File: src/hw/rtl/indexed_ordered_list_engine_core_assert.svh
// assertion macros used by the iole_dp rtl file
// both expect clk_i and rst_ni in the enclosing module
`ifndef INDEXED_ORDERED_LIST_ENGINE_CORE_ASSERT_SVH
`define INDEXED_ORDERED_LIST_ENGINE_CORE_ASSERT_SVH

// same-cycle implication
`define IOLE_ASSERT_IMPL(label, ante, cons) \
  label: assert property (@(posedge clk_i) disable iff (!rst_ni) (ante) |-> (cons)) \
    else $error("iole assertion failed");

// next-cycle implication
`define IOLE_ASSERT_NEXT(label, ante, cons) \
  label: assert property (@(posedge clk_i) disable iff (!rst_ni) (ante) |=> (cons)) \
    else $error("iole assertion failed");

`endif

File: src/hw/rtl/iole_pkg.sv
package iole_pkg;

  typedef enum logic [2:0] {
    FUNC_APPEND   = 3'd0,
    FUNC_INSERT   = 3'd1,
    FUNC_DELETE   = 3'd2,
    FUNC_GET      = 3'd3,
    FUNC_DEL_HEAD = 3'd4,
    FUNC_CLEAR    = 3'd5
  } iole_func_e;

  typedef enum logic [2:0] {
    ST_IDLE,
    ST_DECIDE,
    ST_SHIFT,
    ST_DRAIN,
    ST_PLACE,
    ST_GET_RD,
    ST_GET_WAIT,
    ST_FINISH
  } iole_state_e;

  // controller to datapath
  typedef struct packed {
    logic in_ready;
    logic load;
    logic init_up;
    logic init_dn;
    logic init_get;
    logic rd_en;
    logic shift;
    logic place;
    logic cnt_inc;
    logic cnt_dec;
    logic cnt_clr;
    logic set_refused;
    logic cap;
    logic finish;
  } iole_cmd_t;

  // datapath to controller
  typedef struct packed {
    iole_func_e func;
    logic       full;
    logic       hit;
    logic       shift_up;
    logic       shift_dn;
    logic       last;
    logic       out_free;
  } iole_sts_t;

endpackage

File: src/hw/rtl/iole_if.sv
interface iole_req_if;
  logic        valid;
  logic        ready;
  logic [2:0]  func;
  logic [5:0]  position;
  logic [31:0] entry_data;

  modport source (output valid, output func, output position, output entry_data, input ready);
  modport sink (input valid, input func, input position, input entry_data, output ready);
endinterface

interface iole_rsp_if;
  logic        valid;
  logic        ready;
  logic [31:0] read_data;
  logic        found;
  logic        refused;
  logic [6:0]  list_length;

  modport source (output valid, output read_data, output found, output refused,
                  output list_length, input ready);
  modport sink (input valid, input read_data, input found, input refused,
                input list_length, output ready);
endinterface

File: src/hw/rtl/iole_ctrl.sv
module iole_ctrl (
  input  logic                clk_i,
  input  logic                rst_ni,
  input  logic                in_valid_i,
  input  iole_pkg::iole_sts_t sts_i,
  output iole_pkg::iole_cmd_t cmd_o
);

  iole_pkg::iole_state_e state_q, state_d;

  always_ff @(posedge clk_i or negedge rst_ni) begin
    if (!rst_ni) begin
      state_q <= iole_pkg::ST_IDLE;
    end else begin
      state_q <= state_d;
    end
  end

  // next state
  always_comb begin
    state_d = state_q;
    case (state_q)
      iole_pkg::ST_IDLE: begin
        if (in_valid_i) state_d = iole_pkg::ST_DECIDE;
      end
      iole_pkg::ST_DECIDE: begin
        case (sts_i.func)
          iole_pkg::FUNC_APPEND, iole_pkg::FUNC_INSERT: begin
            if (sts_i.full) state_d = iole_pkg::ST_FINISH;
            else if (sts_i.shift_up) state_d = iole_pkg::ST_SHIFT;
            else state_d = iole_pkg::ST_PLACE;
          end
          iole_pkg::FUNC_DELETE, iole_pkg::FUNC_DEL_HEAD: begin
            if (sts_i.hit && sts_i.shift_dn) state_d = iole_pkg::ST_SHIFT;
            else state_d = iole_pkg::ST_FINISH;
          end
          iole_pkg::FUNC_GET: begin
            if (sts_i.hit) state_d = iole_pkg::ST_GET_RD;
            else state_d = iole_pkg::ST_FINISH;
          end
          default: state_d = iole_pkg::ST_FINISH;
        endcase
      end
      iole_pkg::ST_SHIFT: begin
        if (sts_i.last) state_d = iole_pkg::ST_DRAIN;
      end
      iole_pkg::ST_DRAIN: begin
        if (sts_i.func == iole_pkg::FUNC_INSERT || sts_i.func == iole_pkg::FUNC_APPEND) begin
          state_d = iole_pkg::ST_PLACE;
        end else begin
          state_d = iole_pkg::ST_FINISH;
        end
      end
      iole_pkg::ST_PLACE:    state_d = iole_pkg::ST_FINISH;
      iole_pkg::ST_GET_RD:   state_d = iole_pkg::ST_GET_WAIT;
      iole_pkg::ST_GET_WAIT: state_d = iole_pkg::ST_FINISH;
      iole_pkg::ST_FINISH: begin
        if (sts_i.out_free) state_d = iole_pkg::ST_IDLE;
      end
      default: state_d = iole_pkg::ST_IDLE;
    endcase
  end

  // commands
  always_comb begin
    cmd_o = '0;
    case (state_q)
      iole_pkg::ST_IDLE: begin
        cmd_o.in_ready = 1'b1;
        cmd_o.load     = in_valid_i;
      end
      iole_pkg::ST_DECIDE: begin
        case (sts_i.func)
          iole_pkg::FUNC_APPEND, iole_pkg::FUNC_INSERT: begin
            if (sts_i.full) cmd_o.set_refused = 1'b1;
            else if (sts_i.shift_up) cmd_o.init_up = 1'b1;
          end
          iole_pkg::FUNC_DELETE, iole_pkg::FUNC_DEL_HEAD: begin
            if (sts_i.hit) begin
              if (sts_i.shift_dn) cmd_o.init_dn = 1'b1;
              else cmd_o.cnt_dec = 1'b1;
            end
          end
          iole_pkg::FUNC_GET: begin
            if (sts_i.hit) cmd_o.init_get = 1'b1;
          end
          iole_pkg::FUNC_CLEAR: cmd_o.cnt_clr = 1'b1;
          default: ;
        endcase
      end
      iole_pkg::ST_SHIFT: begin
        cmd_o.rd_en = 1'b1;
        cmd_o.shift = 1'b1;
      end
      iole_pkg::ST_DRAIN: begin
        if (sts_i.func != iole_pkg::FUNC_INSERT && sts_i.func != iole_pkg::FUNC_APPEND) begin
          cmd_o.cnt_dec = 1'b1;
        end
      end
      iole_pkg::ST_PLACE: begin
        cmd_o.place   = 1'b1;
        cmd_o.cnt_inc = 1'b1;
      end
      iole_pkg::ST_GET_RD:   cmd_o.rd_en  = 1'b1;
      iole_pkg::ST_GET_WAIT: cmd_o.cap    = 1'b1;
      iole_pkg::ST_FINISH:   cmd_o.finish = 1'b1;
      default: ;
    endcase
  end

endmodule

File: src/hw/rtl/iole_dp.sv
`include "indexed_ordered_list_engine_core_assert.svh"

module iole_dp #(
  parameter int DEPTH      = 64,
  parameter int DATA_WIDTH = 32
) (
  input  logic                clk_i,
  input  logic                rst_ni,
  input  iole_pkg::iole_cmd_t cmd_i,
  output iole_pkg::iole_sts_t sts_o,
  input  logic [2:0]          func_i,
  input  logic [5:0]          position_i,
  input  logic [31:0]         entry_data_i,
  input  logic                out_ready_i,
  output logic                out_valid_o,
  output logic [31:0]         read_data_o,
  output logic                found_o,
  output logic                refused_o,
  output logic [6:0]          list_length_o
);

  localparam int AW = $clog2(DEPTH);
  localparam int CW = $clog2(DEPTH + 1);
  localparam int PW = (CW > 6) ? CW : 6;

  logic [DATA_WIDTH-1:0] mem [DEPTH];

  iole_pkg::iole_func_e  func_q;
  logic [DATA_WIDTH-1:0] word_q;
  logic [AW-1:0]         tgt_q;
  logic                  hit_q;
  logic [CW-1:0]         count_q;
  logic [AW-1:0]         ptr_q;
  logic                  dir_up_q;
  logic                  wr_pend_q;
  logic [AW-1:0]         wr_addr_q;
  logic [DATA_WIDTH-1:0] rd_data_q;
  logic [DATA_WIDTH-1:0] res_data_q;
  logic                  found_q;
  logic                  refused_q;
  logic                  out_valid_q;
  logic [31:0]           out_data_q;
  logic                  out_found_q;
  logic                  out_refused_q;
  logic [6:0]            out_len_q;

  logic [PW-1:0] pos_w;
  logic [PW-1:0] cnt_w;
  logic          below;
  logic [AW-1:0] tgt_d;
  logic [AW-1:0] cnt_m1;
  logic          out_free;
  iole_pkg::iole_func_e func_in;

  assign func_in  = iole_pkg::iole_func_e'(func_i);
  assign pos_w    = PW'(position_i);
  assign cnt_w    = PW'(count_q);
  assign below    = pos_w < cnt_w;
  assign cnt_m1   = AW'(count_q - CW'(1));
  assign out_free = !out_valid_q || out_ready_i;

  always_comb begin
    if (func_in == iole_pkg::FUNC_DEL_HEAD) tgt_d = '0;
    else if (func_in != iole_pkg::FUNC_APPEND && below) tgt_d = pos_w[AW-1:0];
    else tgt_d = count_q[AW-1:0];
  end

  assign sts_o.func     = func_q;
  assign sts_o.full     = count_q == CW'(DEPTH);
  assign sts_o.hit      = hit_q;
  assign sts_o.shift_up = CW'(tgt_q) < count_q;
  assign sts_o.shift_dn = (CW'(tgt_q) + CW'(1)) < count_q;
  assign sts_o.last     = dir_up_q ? (ptr_q == tgt_q) : (ptr_q == cnt_m1);
  assign sts_o.out_free = out_free;

  // request and result payload, shift pointer, direction and write address
  always_ff @(posedge clk_i) begin
    if (cmd_i.load) begin
      func_q <= func_in;
      word_q <= DATA_WIDTH'(entry_data_i);
      tgt_q  <= tgt_d;
      hit_q  <= (func_in == iole_pkg::FUNC_DEL_HEAD) ? (count_q != '0) : below;
    end
    if (cmd_i.init_up) ptr_q <= cnt_m1;
    else if (cmd_i.init_dn) ptr_q <= tgt_q + AW'(1);
    else if (cmd_i.init_get) ptr_q <= tgt_q;
    else if (cmd_i.shift) ptr_q <= dir_up_q ? ptr_q - AW'(1) : ptr_q + AW'(1);
    if (cmd_i.init_up) dir_up_q <= 1'b1;
    else if (cmd_i.init_dn) dir_up_q <= 1'b0;
    if (cmd_i.shift) wr_addr_q <= dir_up_q ? ptr_q + AW'(1) : ptr_q - AW'(1);
    if (cmd_i.load) res_data_q <= '0;
    else if (cmd_i.cap) res_data_q <= rd_data_q;
    if (cmd_i.finish && out_free) begin
      out_data_q    <= 32'(res_data_q);
      out_found_q   <= found_q;
      out_refused_q <= refused_q;
      out_len_q     <= 7'(count_q);
    end
  end

  // list storage, one write and one read port
  always_ff @(posedge clk_i) begin
    if (wr_pend_q) mem[wr_addr_q] <= rd_data_q;
    else if (cmd_i.place) mem[tgt_q] <= word_q;
    if (cmd_i.rd_en) rd_data_q <= mem[ptr_q];
  end

  always_ff @(posedge clk_i or negedge rst_ni) begin
    if (!rst_ni) begin
      count_q     <= '0;
      wr_pend_q   <= 1'b0;
      found_q     <= 1'b0;
      refused_q   <= 1'b0;
      out_valid_q <= 1'b0;
    end else begin
      wr_pend_q <= cmd_i.shift;
      if (cmd_i.cnt_clr) count_q <= '0;
      else if (cmd_i.cnt_inc) count_q <= count_q + CW'(1);
      else if (cmd_i.cnt_dec) count_q <= count_q - CW'(1);
      if (cmd_i.load) begin
        found_q   <= 1'b0;
        refused_q <= 1'b0;
      end else begin
        if (cmd_i.cap) found_q <= 1'b1;
        if (cmd_i.set_refused) refused_q <= 1'b1;
      end
      if (cmd_i.finish && out_free) out_valid_q <= 1'b1;
      else if (out_ready_i) out_valid_q <= 1'b0;
    end
  end

  assign out_valid_o   = out_valid_q;
  assign read_data_o   = out_data_q;
  assign found_o       = out_found_q;
  assign refused_o     = out_refused_q;
  assign list_length_o = out_len_q;

  `IOLE_ASSERT_IMPL(a_count_max, 1'b1, count_q <= CW'(DEPTH))
  `IOLE_ASSERT_IMPL(a_wr_port, wr_pend_q, !cmd_i.place)
  `IOLE_ASSERT_NEXT(a_refused_full, cmd_i.set_refused, refused_q && count_q == CW'(DEPTH))

endmodule

File: src/hw/rtl/indexed_ordered_list_engine_core.sv
// sequence: a miss, refusal, clear, no-op or tail removal goes from decode to the result; a get
//   hit adds a read and a capture step, append or insert a place step; moving entries adds a
//   shift pass and a drain step first; one item at a time, one entry moved per cycle, and
//   the next word is accepted the cycle after the result enters the output register
// reset: asynchronous, active low; clears the entry count and all handshake state,
//   list memory is left as is and needs no clearing pass
module indexed_ordered_list_engine_core #(
  parameter int DEPTH      = 64,
  parameter int DATA_WIDTH = 32
) (
  input  logic    clk_i,
  input  logic    rst_ni,
  iole_req_if.sink   req_i,
  iole_rsp_if.source rsp_o
);

  // command and status between sequencer and datapath
  iole_pkg::iole_cmd_t cmd;
  iole_pkg::iole_sts_t sts;

  // request word taken only while the sequencer sits idle
  assign req_i.ready = cmd.in_ready;

  // sequencer: decides shift direction, place, read and count updates
  iole_ctrl u_ctrl (
    .clk_i      (clk_i),
    .rst_ni     (rst_ni),
    .in_valid_i (req_i.valid),
    .sts_i      (sts),
    .cmd_o      (cmd)
  );

  // datapath: list memory, pointers, count and the result register
  iole_dp #(
    .DEPTH      (DEPTH),
    .DATA_WIDTH (DATA_WIDTH)
  ) u_dp (
    .clk_i         (clk_i),
    .rst_ni        (rst_ni),
    .cmd_i         (cmd),
    .sts_o         (sts),
    .func_i        (req_i.func),
    .position_i    (req_i.position),
    .entry_data_i  (req_i.entry_data),
    .out_ready_i   (rsp_o.ready),
    .out_valid_o   (rsp_o.valid),
    .read_data_o   (rsp_o.read_data),
    .found_o       (rsp_o.found),
    .refused_o     (rsp_o.refused),
    .list_length_o (rsp_o.list_length)
  );

endmodule
File: src/flat_wrapper.sv
// flat-port wrapper written by rule: the top's interface ports become plain ports
module indexed_ordered_list_engine_core_flat 
#(
  parameter int DEPTH      = 64,
  parameter int DATA_WIDTH = 32
)
  (clk_i, rst_ni, req_i_valid, req_i_func, req_i_position, req_i_entry_data, req_i_ready, rsp_o_valid, rsp_o_read_data, rsp_o_found, rsp_o_refused, rsp_o_list_length, rsp_o_ready);
  iole_req_if req_i_i ();
  iole_rsp_if rsp_o_i ();
  input  logic clk_i;
  input  logic rst_ni;
  input wire logic [$bits(req_i_i.valid)-1:0] req_i_valid;
  input wire logic [$bits(req_i_i.func)-1:0] req_i_func;
  input wire logic [$bits(req_i_i.position)-1:0] req_i_position;
  input wire logic [$bits(req_i_i.entry_data)-1:0] req_i_entry_data;
  output wire logic [$bits(req_i_i.ready)-1:0] req_i_ready;
  output wire logic [$bits(rsp_o_i.valid)-1:0] rsp_o_valid;
  output wire logic [$bits(rsp_o_i.read_data)-1:0] rsp_o_read_data;
  output wire logic [$bits(rsp_o_i.found)-1:0] rsp_o_found;
  output wire logic [$bits(rsp_o_i.refused)-1:0] rsp_o_refused;
  output wire logic [$bits(rsp_o_i.list_length)-1:0] rsp_o_list_length;
  input wire logic [$bits(rsp_o_i.ready)-1:0] rsp_o_ready;
  assign req_i_i.valid = req_i_valid;
  assign req_i_i.func = req_i_func;
  assign req_i_i.position = req_i_position;
  assign req_i_i.entry_data = req_i_entry_data;
  assign req_i_ready = req_i_i.ready;
  assign rsp_o_valid = rsp_o_i.valid;
  assign rsp_o_read_data = rsp_o_i.read_data;
  assign rsp_o_found = rsp_o_i.found;
  assign rsp_o_refused = rsp_o_i.refused;
  assign rsp_o_list_length = rsp_o_i.list_length;
  assign rsp_o_i.ready = rsp_o_ready;
  indexed_ordered_list_engine_core #(.DEPTH(DEPTH), .DATA_WIDTH(DATA_WIDTH)) u_core (.clk_i(clk_i), .rst_ni(rst_ni), .req_i(req_i_i), .rsp_o(rsp_o_i));
endmodule
File: config.mk
export PLATFORM = sky130hd
export DESIGN_NAME = indexed_ordered_list_engine_core_flat
export DESIGN_NICKNAME = d
export VERILOG_FILES = /design/src/hw/rtl/iole_pkg.sv /design/src/hw/rtl/iole_if.sv /design/src/hw/rtl/iole_ctrl.sv /design/src/hw/rtl/iole_dp.sv /design/src/hw/rtl/indexed_ordered_list_engine_core.sv /design/src/flat_wrapper.sv
export VERILOG_INCLUDE_DIRS = /design/src /design/src/hw/rtl
export SDC_FILE = /design/constraint.sdc
export NUM_CORES = 2
export LEC_CHECK = 0
export BUFFER_PORTS_ARGS = -buffer_cell sky130_fd_sc_hd__buf_2
export CAP_MARGIN = 25
export CORE_MARGIN = 10
export CORE_UTILIZATION = 35
export CTS_CLUSTER_DIAMETER = 120
export DETAILED_ROUTE_END_ITERATION = 16
export PLACE_DENSITY = 0.48
export SYNTH_ARGS = -nofsm -noshare
export SYNTH_HDL_FRONTEND = slang
export SYNTH_SLANG_ARGS = --single-unit
File: constraint.sdc
create_clock -name clk_i -period 5.3 [get_ports clk_i]
set_input_delay 1.06 -clock clk_i [delete_from_list [all_inputs] [get_ports clk_i]]
set_output_delay 1.06 -clock clk_i [all_outputs]
set_load 0.005 [all_outputs]
# --- Word-level counts from Yosys, hierarchy flattened ---
# Memory sizes are Yosys's and may differ from the RTL's. A register that Yosys moved wholly into a read port is not among the register bits.
# Index checks and enable logic that the tools add are counted.
totals:
  input_bits: 45
  ram_bits: 2048
  latchBits: 0
  register_bits: 142
  wordCells: 131
  mem_count: 1
  mem_bits_ro: 0
mem_list:
  columns: ["memory", "words", "width", "read_ports", "rd_ports_with_merged_regs", "write_ports", "line", "source"]
  rows:
  - ["u_core.u_dp.mem", 64, 32, 1, 1, 1, "iole_dp.sv:26", "logic [DATA_WIDTH-1:0] mem [DEPTH];"]
classes:
  multipliers: 0
  mux: 60
  addsub: 6
  magnitude_cmp: 3
  bitwise_logic: 0
  n_reduce_logical: 23
  n_shift: 0
  div: 0
  eq_ne: 20
op_table:
  columns: ["op", "count"]
  rows:
  - ["$mux W6", 8]
  - ["$mux W1", 33]
  - ["$mux W32", 1]
  - ["$reduce_or A32 Y1", 1]
  - ["$eq A3 B3 Y1 const B", 7]
  - ["$mux W3", 7]
  - ["$mux W7", 3]
  - ["$pmux W3 S7", 1]
  - ["$lt A6 B7 Y1", 2]
  - ["$add A6 B1 Y6 const B", 2]
  - ["$eq A3 B2 Y1 const B", 4]
  - ["$eq A6 B6 Y1", 2]
  - ["$mux W2", 5]
  - ["$pmux W3 S3", 1]
  - ["$reduce_bool A3 Y1", 3]
  - ["$reduce_or A2 Y1", 4]
  - ["$add A6 B1 Y7 const B", 1]
  - ["$add A7 B1 Y7 const B", 1]
  - ["$eq A7 B7 Y1 const B", 1]
  - ["$lt A7 B7 Y1", 1]
  - ["$reduce_bool A7 Y1", 1]
  - ["$sub A7 B1 Y7 const B", 1]
  - ["$eq A3 B1 Y1 const B", 2]
  - ["$logic_not A3 Y1", 2]
  - ["other kinds (11)", 18]

# --- Depth between registers and ports, before layout ---
logic_depth:
  ltp_word: 9
  ltp_mapped: 11
  ltp_nobuf: 10

# --- Cells and area by module ---
# A second synthesis with hierarchy kept.
hier_totals:
  cells_unflattened: 3913
  hier_area_um2: 85743.5
modules_own_cells:
  columns: ["mod", "n_inst", "area_each_um2", "seq_area_each_um2", "cells_per_inst"]
  rows:
  - ["iole_dp", 1, 85351.9, 66248.5, 3861]
  - ["iole_ctrl", 1, 391.6, 75.1, 52]

# --- Worst setup path before layout ---
# No wires, ideal clock.
synth_path:
  kind: "register to register"
  start: "register u_core.u_ctrl.state_q[0]"
  end: "memory u_core.u_dp.mem[18][0], enable pin"
  stages_incl_launch_ff: 6
  period_less_slack_ps: 3623
  arrival_ps: 3202
  setup_time_ps: 421
  path_slack_ps: 1677
  path_cell_list: "dfrtp_1 or4b_1 clkbuf_1 o31ai_1 nand3_1 nor2_1"
synth_between:
  elab_chain_cells: 7
  elab_cells_between_ends: 8
  classes_between: "1 x eq/ne; 6 x mux; 1 x reduce/logical"
synth_lines:
  columns: ["element", "line", "source"]
  rows:
  - ["start: declaration", "iole_ctrl.sv:9", "iole_pkg::iole_state_e state_q, state_d;"]
  - ["start signal: assignment", "iole_ctrl.sv:13", "state_q <= iole_pkg::ST_IDLE;"]
  - ["start signal: assignment", "iole_ctrl.sv:15", "state_q <= state_d;"]
  - ["$eq A3 B3 Y1 (*)", "iole_ctrl.sv:67", "case (state_q)"]
  - ["$mux W2 (*)", "iole_ctrl.sv:67", null]
  - ["$mux W1 (*)", "iole_dp.sv:104", "else if (cmd_i.place) mem[tgt_q] <= word_q;"]
  - ["$mux W1 (*)", "iole_dp.sv:103", "if (wr_pend_q) mem[wr_addr_q] <= rd_data_q;"]
  - ["$mux W1 (not written as such) (*)", "iole_dp.sv:104", null]
  - ["$reduce_or A32 Y1 (no source line)", null, null]
  - ["$mux W6 (no source line) or $mux W1 (tied branches)", null, null]
  - ["end: declaration", "iole_dp.sv:26", null]
# Every way passes the cells marked *; elsewhere a longest branch is shown, timed or not.

# --- Worst setup path in the final report ---
layout_path:
  start: "register u_core.u_ctrl.state_q[0]"
  end: "memory u_core.u_dp.mem[4][8], enable pin"
# Same word-level chain as after synthesis.

==> results.sh <==
export IMPL_grt_pass1_vias=41900
export IMPL_power_frac_comb=0.258
export IMPL_p_sw_mw=17.0
export IMPL_relSlewSlack=0.334
export IMPL_finalSetupViolations=0
export IMPL_die_y_um=515
export IMPL_slew_viol_final=0
export IMPL_p_seq_frac=0.446
export IMPL_cp_max_fo=21
export IMPL_io_pins=88
export IMPL_synth_main_ff_cell="edfxtp_1"
export IMPL_tns_ns=0
export IMPL_clockPowerShare=0.296
export IMPL_clock_sinks=2222
export IMPL_hold_path_class="in2async"
export IMPL_seq_area_um2=66300
export IMPL_drive_gt1_frac=0.292
export IMPL_critical_path_class="reg2reg"
export IMPL_yosysSeqAreaShare=0.773
export IMPL_syn_cell_area_um2=85900
export IMPL_num_fill_cells=21400
export IMPL_row_count=181
export IMPL_nNetsFinal=4261
export IMPL_ys_warn_count=0
export IMPL_wl_um=239000
export IMPL_yosys_register_bits=2222
export IMPL_dr_pass1_iters=6
export IMPL_postCtsSetupRepairBufs=0
export IMPL_outcome="finished, final reports clean"
export IMPL_maxCapViolations=0
export IMPL_area_growth_pct=15.3
export IMPL_r2r_end="u_core.u_dp.mem[4][8]$_DFFE_PP_"
export IMPL_cp_end_kind="flop"
export IMPL_cts_resized=0
export IMPL_syn_num_nets=3995
export IMPL_worst_pin_slew_ns=0.996
export IMPL_grt_ovfl_total=0
export IMPL_dp_hpwl_um=139000
export IMPL_critPathArrivalTime_ns=4.84
export IMPL_r2r_start="u_core.u_ctrl.state_q[0]$_DFFE_PN0P_"
export IMPL_finalClockSkew_ns=0.0407
export IMPL_grt_pass1_wl_um=337000
export IMPL_finalPower_mw=53.3
export IMPL_clk_pin_slew_worst_paths_ns=0.07
export IMPL_p_int_mw=36.4
export IMPL_fin_cells=7600
export IMPL_regToRegSetupSlack_ns=1.02
export IMPL_drt_first_iter_violations=4735
export IMPL_drtAntennaViolNets=0
export IMPL_core_um2=244000
export IMPL_fmaxAchievable_mhz=234
export IMPL_die_w_um=515
export IMPL_vias=41100
export IMPL_finalHoldViolCount=0
export IMPL_grt_use_total=0.178
export IMPL_synth_distinct_cells=60
export IMPL_async_flop_share=0.00630
export IMPL_postCtsHoldBufs=0
export IMPL_synth_cells=3928
export IMPL_synth_edff_count=2175
export IMPL_rsz0062_at_grt="no"
export IMPL_postSynthAreaPerCell_um2=21.9
export IMPL_grt_antenna_before_repair=15
export IMPL_routedWlPerCell_um=31.5
export IMPL_min_period_ns=4.28
export IMPL_htree_levels=4
export IMPL_r2r_cells=7
export IMPL_switching_share=0.318
export IMPL_die_area_um2=266000
export IMPL_cts_root_buf="clkbuf_16"
export IMPL_critPathRequiredTime_ns=5.87
export IMPL_cts_buffers=226
export IMPL_gp_congestion=0.856
export IMPL_placed_cells=7168
export IMPL_drc=0
export IMPL_peakVddDrop_uv=377
export IMPL_clock_path_buffers=3
export IMPL_p_leak_nw=31.0
export IMPL_min_period_over_period=0.807
export IMPL_post_place_ws_ns=1.04
export IMPL_via_per_inst=5.40
export IMPL_port_buffers=87
export IMPL_multi_input_area_um2=19200
export IMPL_setup_worst_path_start_class="flop"
export IMPL_grt_max_degree=94
export IMPL_initial_core_util=0.352
export IMPL_cts_tree="done"
export IMPL_power_density_nw_per_um2=539
export IMPL_setup_slack_ns=1.02
export IMPL_insertion_delay_ns=0.88
[worst max-delay path: stages, from the launching register on]
cell	delay, ns
dfrtp_1	0.57
or4b_2	0.98
nor2_1	0.24
a21oi_1	0.16
or2_2	0.43
nand2b_1	0.53
nor2_4	0.76
buf_12	0.26
[placed cells by master (no fill, tap or decap), types with 23 or more instances in the layout]
cell type and n:
nor2_1 23, nand2_1 205, buf_12 32, and2_1 47
clkbuf_1 51, nor2_4 68, a21oi_1 96, clkinv_2 39
inv_1 24, a211oi_1 48, bufinv_16 23, mux4_2 590
clkbuf_16 228, nand3_1 28, clkinv_1 53, mux2i_1 68
dfxtp_1 33, buf_2 87, buf_4 133, edfxtp_1 2175
a22oi_1 54
[sequential cells by signal, summed over array words and instances, names as in the netlist]
| name | count |
|---|---|
| u_core.u_ctrl.state_q | 3 |
| u_core.u_dp.cnt_w | 7 |
| u_core.u_dp.dir_up_q | 1 |
| u_core.u_dp.found_o | 1 |
| u_core.u_dp.found_q | 1 |
| u_core.u_dp.func_q | 3 |
| u_core.u_dp.hit_q | 1 |
| u_core.u_dp.list_length_o | 7 |
| u_core.u_dp.mem | 2048 |
| u_core.u_dp.out_valid_o | 1 |
| u_core.u_dp.ptr_q | 6 |
| u_core.u_dp.rd_data_q | 32 |
| u_core.u_dp.read_data_o | 32 |
| u_core.u_dp.refused_o | 1 |
| u_core.u_dp.refused_q | 1 |
| u_core.u_dp.res_data_q | 32 |
| u_core.u_dp.tgt_q | 6 |
| u_core.u_dp.word_q | 32 |
| u_core.u_dp.wr_addr_q | 6 |
| u_core.u_dp.wr_pend_q | 1 |
[metal layers]
| metal | track usage | wire length [um] | vias to the layer above |
|---|---|---|---|
| li1 | - | - | 17000 |
| met3 | 0.0299 | 14400 | 272 |
| met4 | 0.0490 | 6650 | 0 |
| met2 | 0.279 | 112000 | 1251 |
| met5 | 0 | 0 | - |
| met1 | 0.258 | 107000 | 22500 |
[metrics by stage]
step / hold WS, ns / instance area [um2] / util
floorplan: 0.408 / 85900 / -
global placement: 0.415 / 91600 / 0.376
detailed placement: 0.416 / 91700 / 0.376
CTS: 0.0648 / 99000 / 0.406
global route: 0.103 / 99000 / 0.406
finish: 0.122 / 99000 / 0.406
[area by class of cell]
type / count / area share
flip-flops and latches: 2222 / 0.670
multi-input cells: 1466 / 0.194
clock buffers: 282 / 0.0600
well taps: 3202 / 0.0405
repair buffers: 252 / 0.0210
clock inverters: 139 / 0.0135
inverters: 26 / 0.000986
diodes: 11 / 0.000278
[kinds of logic (layout without fill, tap and decap cells)]
group	after synthesis	in the layout	synth area share
muxes	660	660	0.163
adders and majority gates	22	22	0.00321
buffers and inverters	240	699	0.0124
DFF	2222	2222	0.773
xor gates and xnor gates	24	24	0.00245
AOI/OAI and AO/OA	277	277	0.0212
and+or+nand+nor	483	483	0.0253
other	0	11	0
[cells in the mapped netlist (all sizes together), types with 3 or more instances]
master / count / share of area
nor2b: 5 / 0.00036
nor2: 91 / 0.0040
nand3b: 3 / 0.00026
o31ai: 6 / 0.00052
o211ai: 9 / 0.00079
o22ai: 3 / 0.00022
mux4: 590 / 0.15
a22oi: 54 / 0.0047
clkbuf: 110 / 0.0048
and3: 7 / 0.00051
nand4: 10 / 0.00073
mux2i: 68 / 0.0079
nand2b: 11 / 0.00080
dfrtp: 14 / 0.0041
edfxtp: 2175 / 0.76
xnor2: 17 / 0.0017
a211oi: 48 / 0.0042
ha: 22 / 0.0032
or3: 7 / 0.00051
a21o: 9 / 0.00079
nand2: 238 / 0.010
xor2: 7 / 0.00071
nor3: 18 / 0.0010
a21oi: 96 / 0.0056
a31oi: 4 / 0.00029
a32oi: 7 / 0.00071
inv: 26 / 0.0011
nor3b: 4 / 0.00035
a22o: 4 / 0.00041
o21ai: 20 / 0.0012
dfxtp: 33 / 0.0077
a221o: 4 / 0.00047
and2: 48 / 0.0035
or3b: 3 / 0.00031
nand3: 29 / 0.0017
buf: 104 / 0.0064
[worst max-delay path by stage]
stage | start | endpoint | slack, ns | cells after the start
after floorplan | u_core.u_ctrl.state_q[0]$_DFFE_PN0P_ | u_core.u_dp.mem[18][0]$_DFFE_PP_ | 1.68 | 5
after global placement | u_core.u_ctrl.state_q[0]$_DFFE_PN0P_ | u_core.u_dp.mem[4][15]$_DFFE_PP_ | 1.11 | 7
after detailed placement | u_core.u_ctrl.state_q[0]$_DFFE_PN0P_ | u_core.u_dp.mem[4][15]$_DFFE_PP_ | 1.04 | 7
after CTS | u_core.u_ctrl.state_q[0]$_DFFE_PN0P_ | u_core.u_dp.mem[4][28]$_DFFE_PP_ | 1.03 | 7
after global routing | u_core.u_ctrl.state_q[0]$_DFFE_PN0P_ | u_core.u_dp.mem[4][15]$_DFFE_PP_ | 0.86 | 7
final | u_core.u_ctrl.state_q[0]$_DFFE_PN0P_ | u_core.u_dp.mem[4][8]$_DFFE_PP_ | 1.02 | 7
[power groups by stage]
stage | Clock [mW] | Sequential, mW | Combinational, mW
3_5_place_dp | 0 | 24.2 | 14.1
3_3_place_gp | 0 | 24.2 | 13.9
4_1_cts | 16.1 | 23.8 | 14.1
5_1_grt | 16.8 | 23.9 | 14.7
6_report | 15.8 | 23.8 | 13.8
2_1_floorplan | 0 | 23.9 | 7.44
No activity file was read; power rests on OpenSTA's default activity.
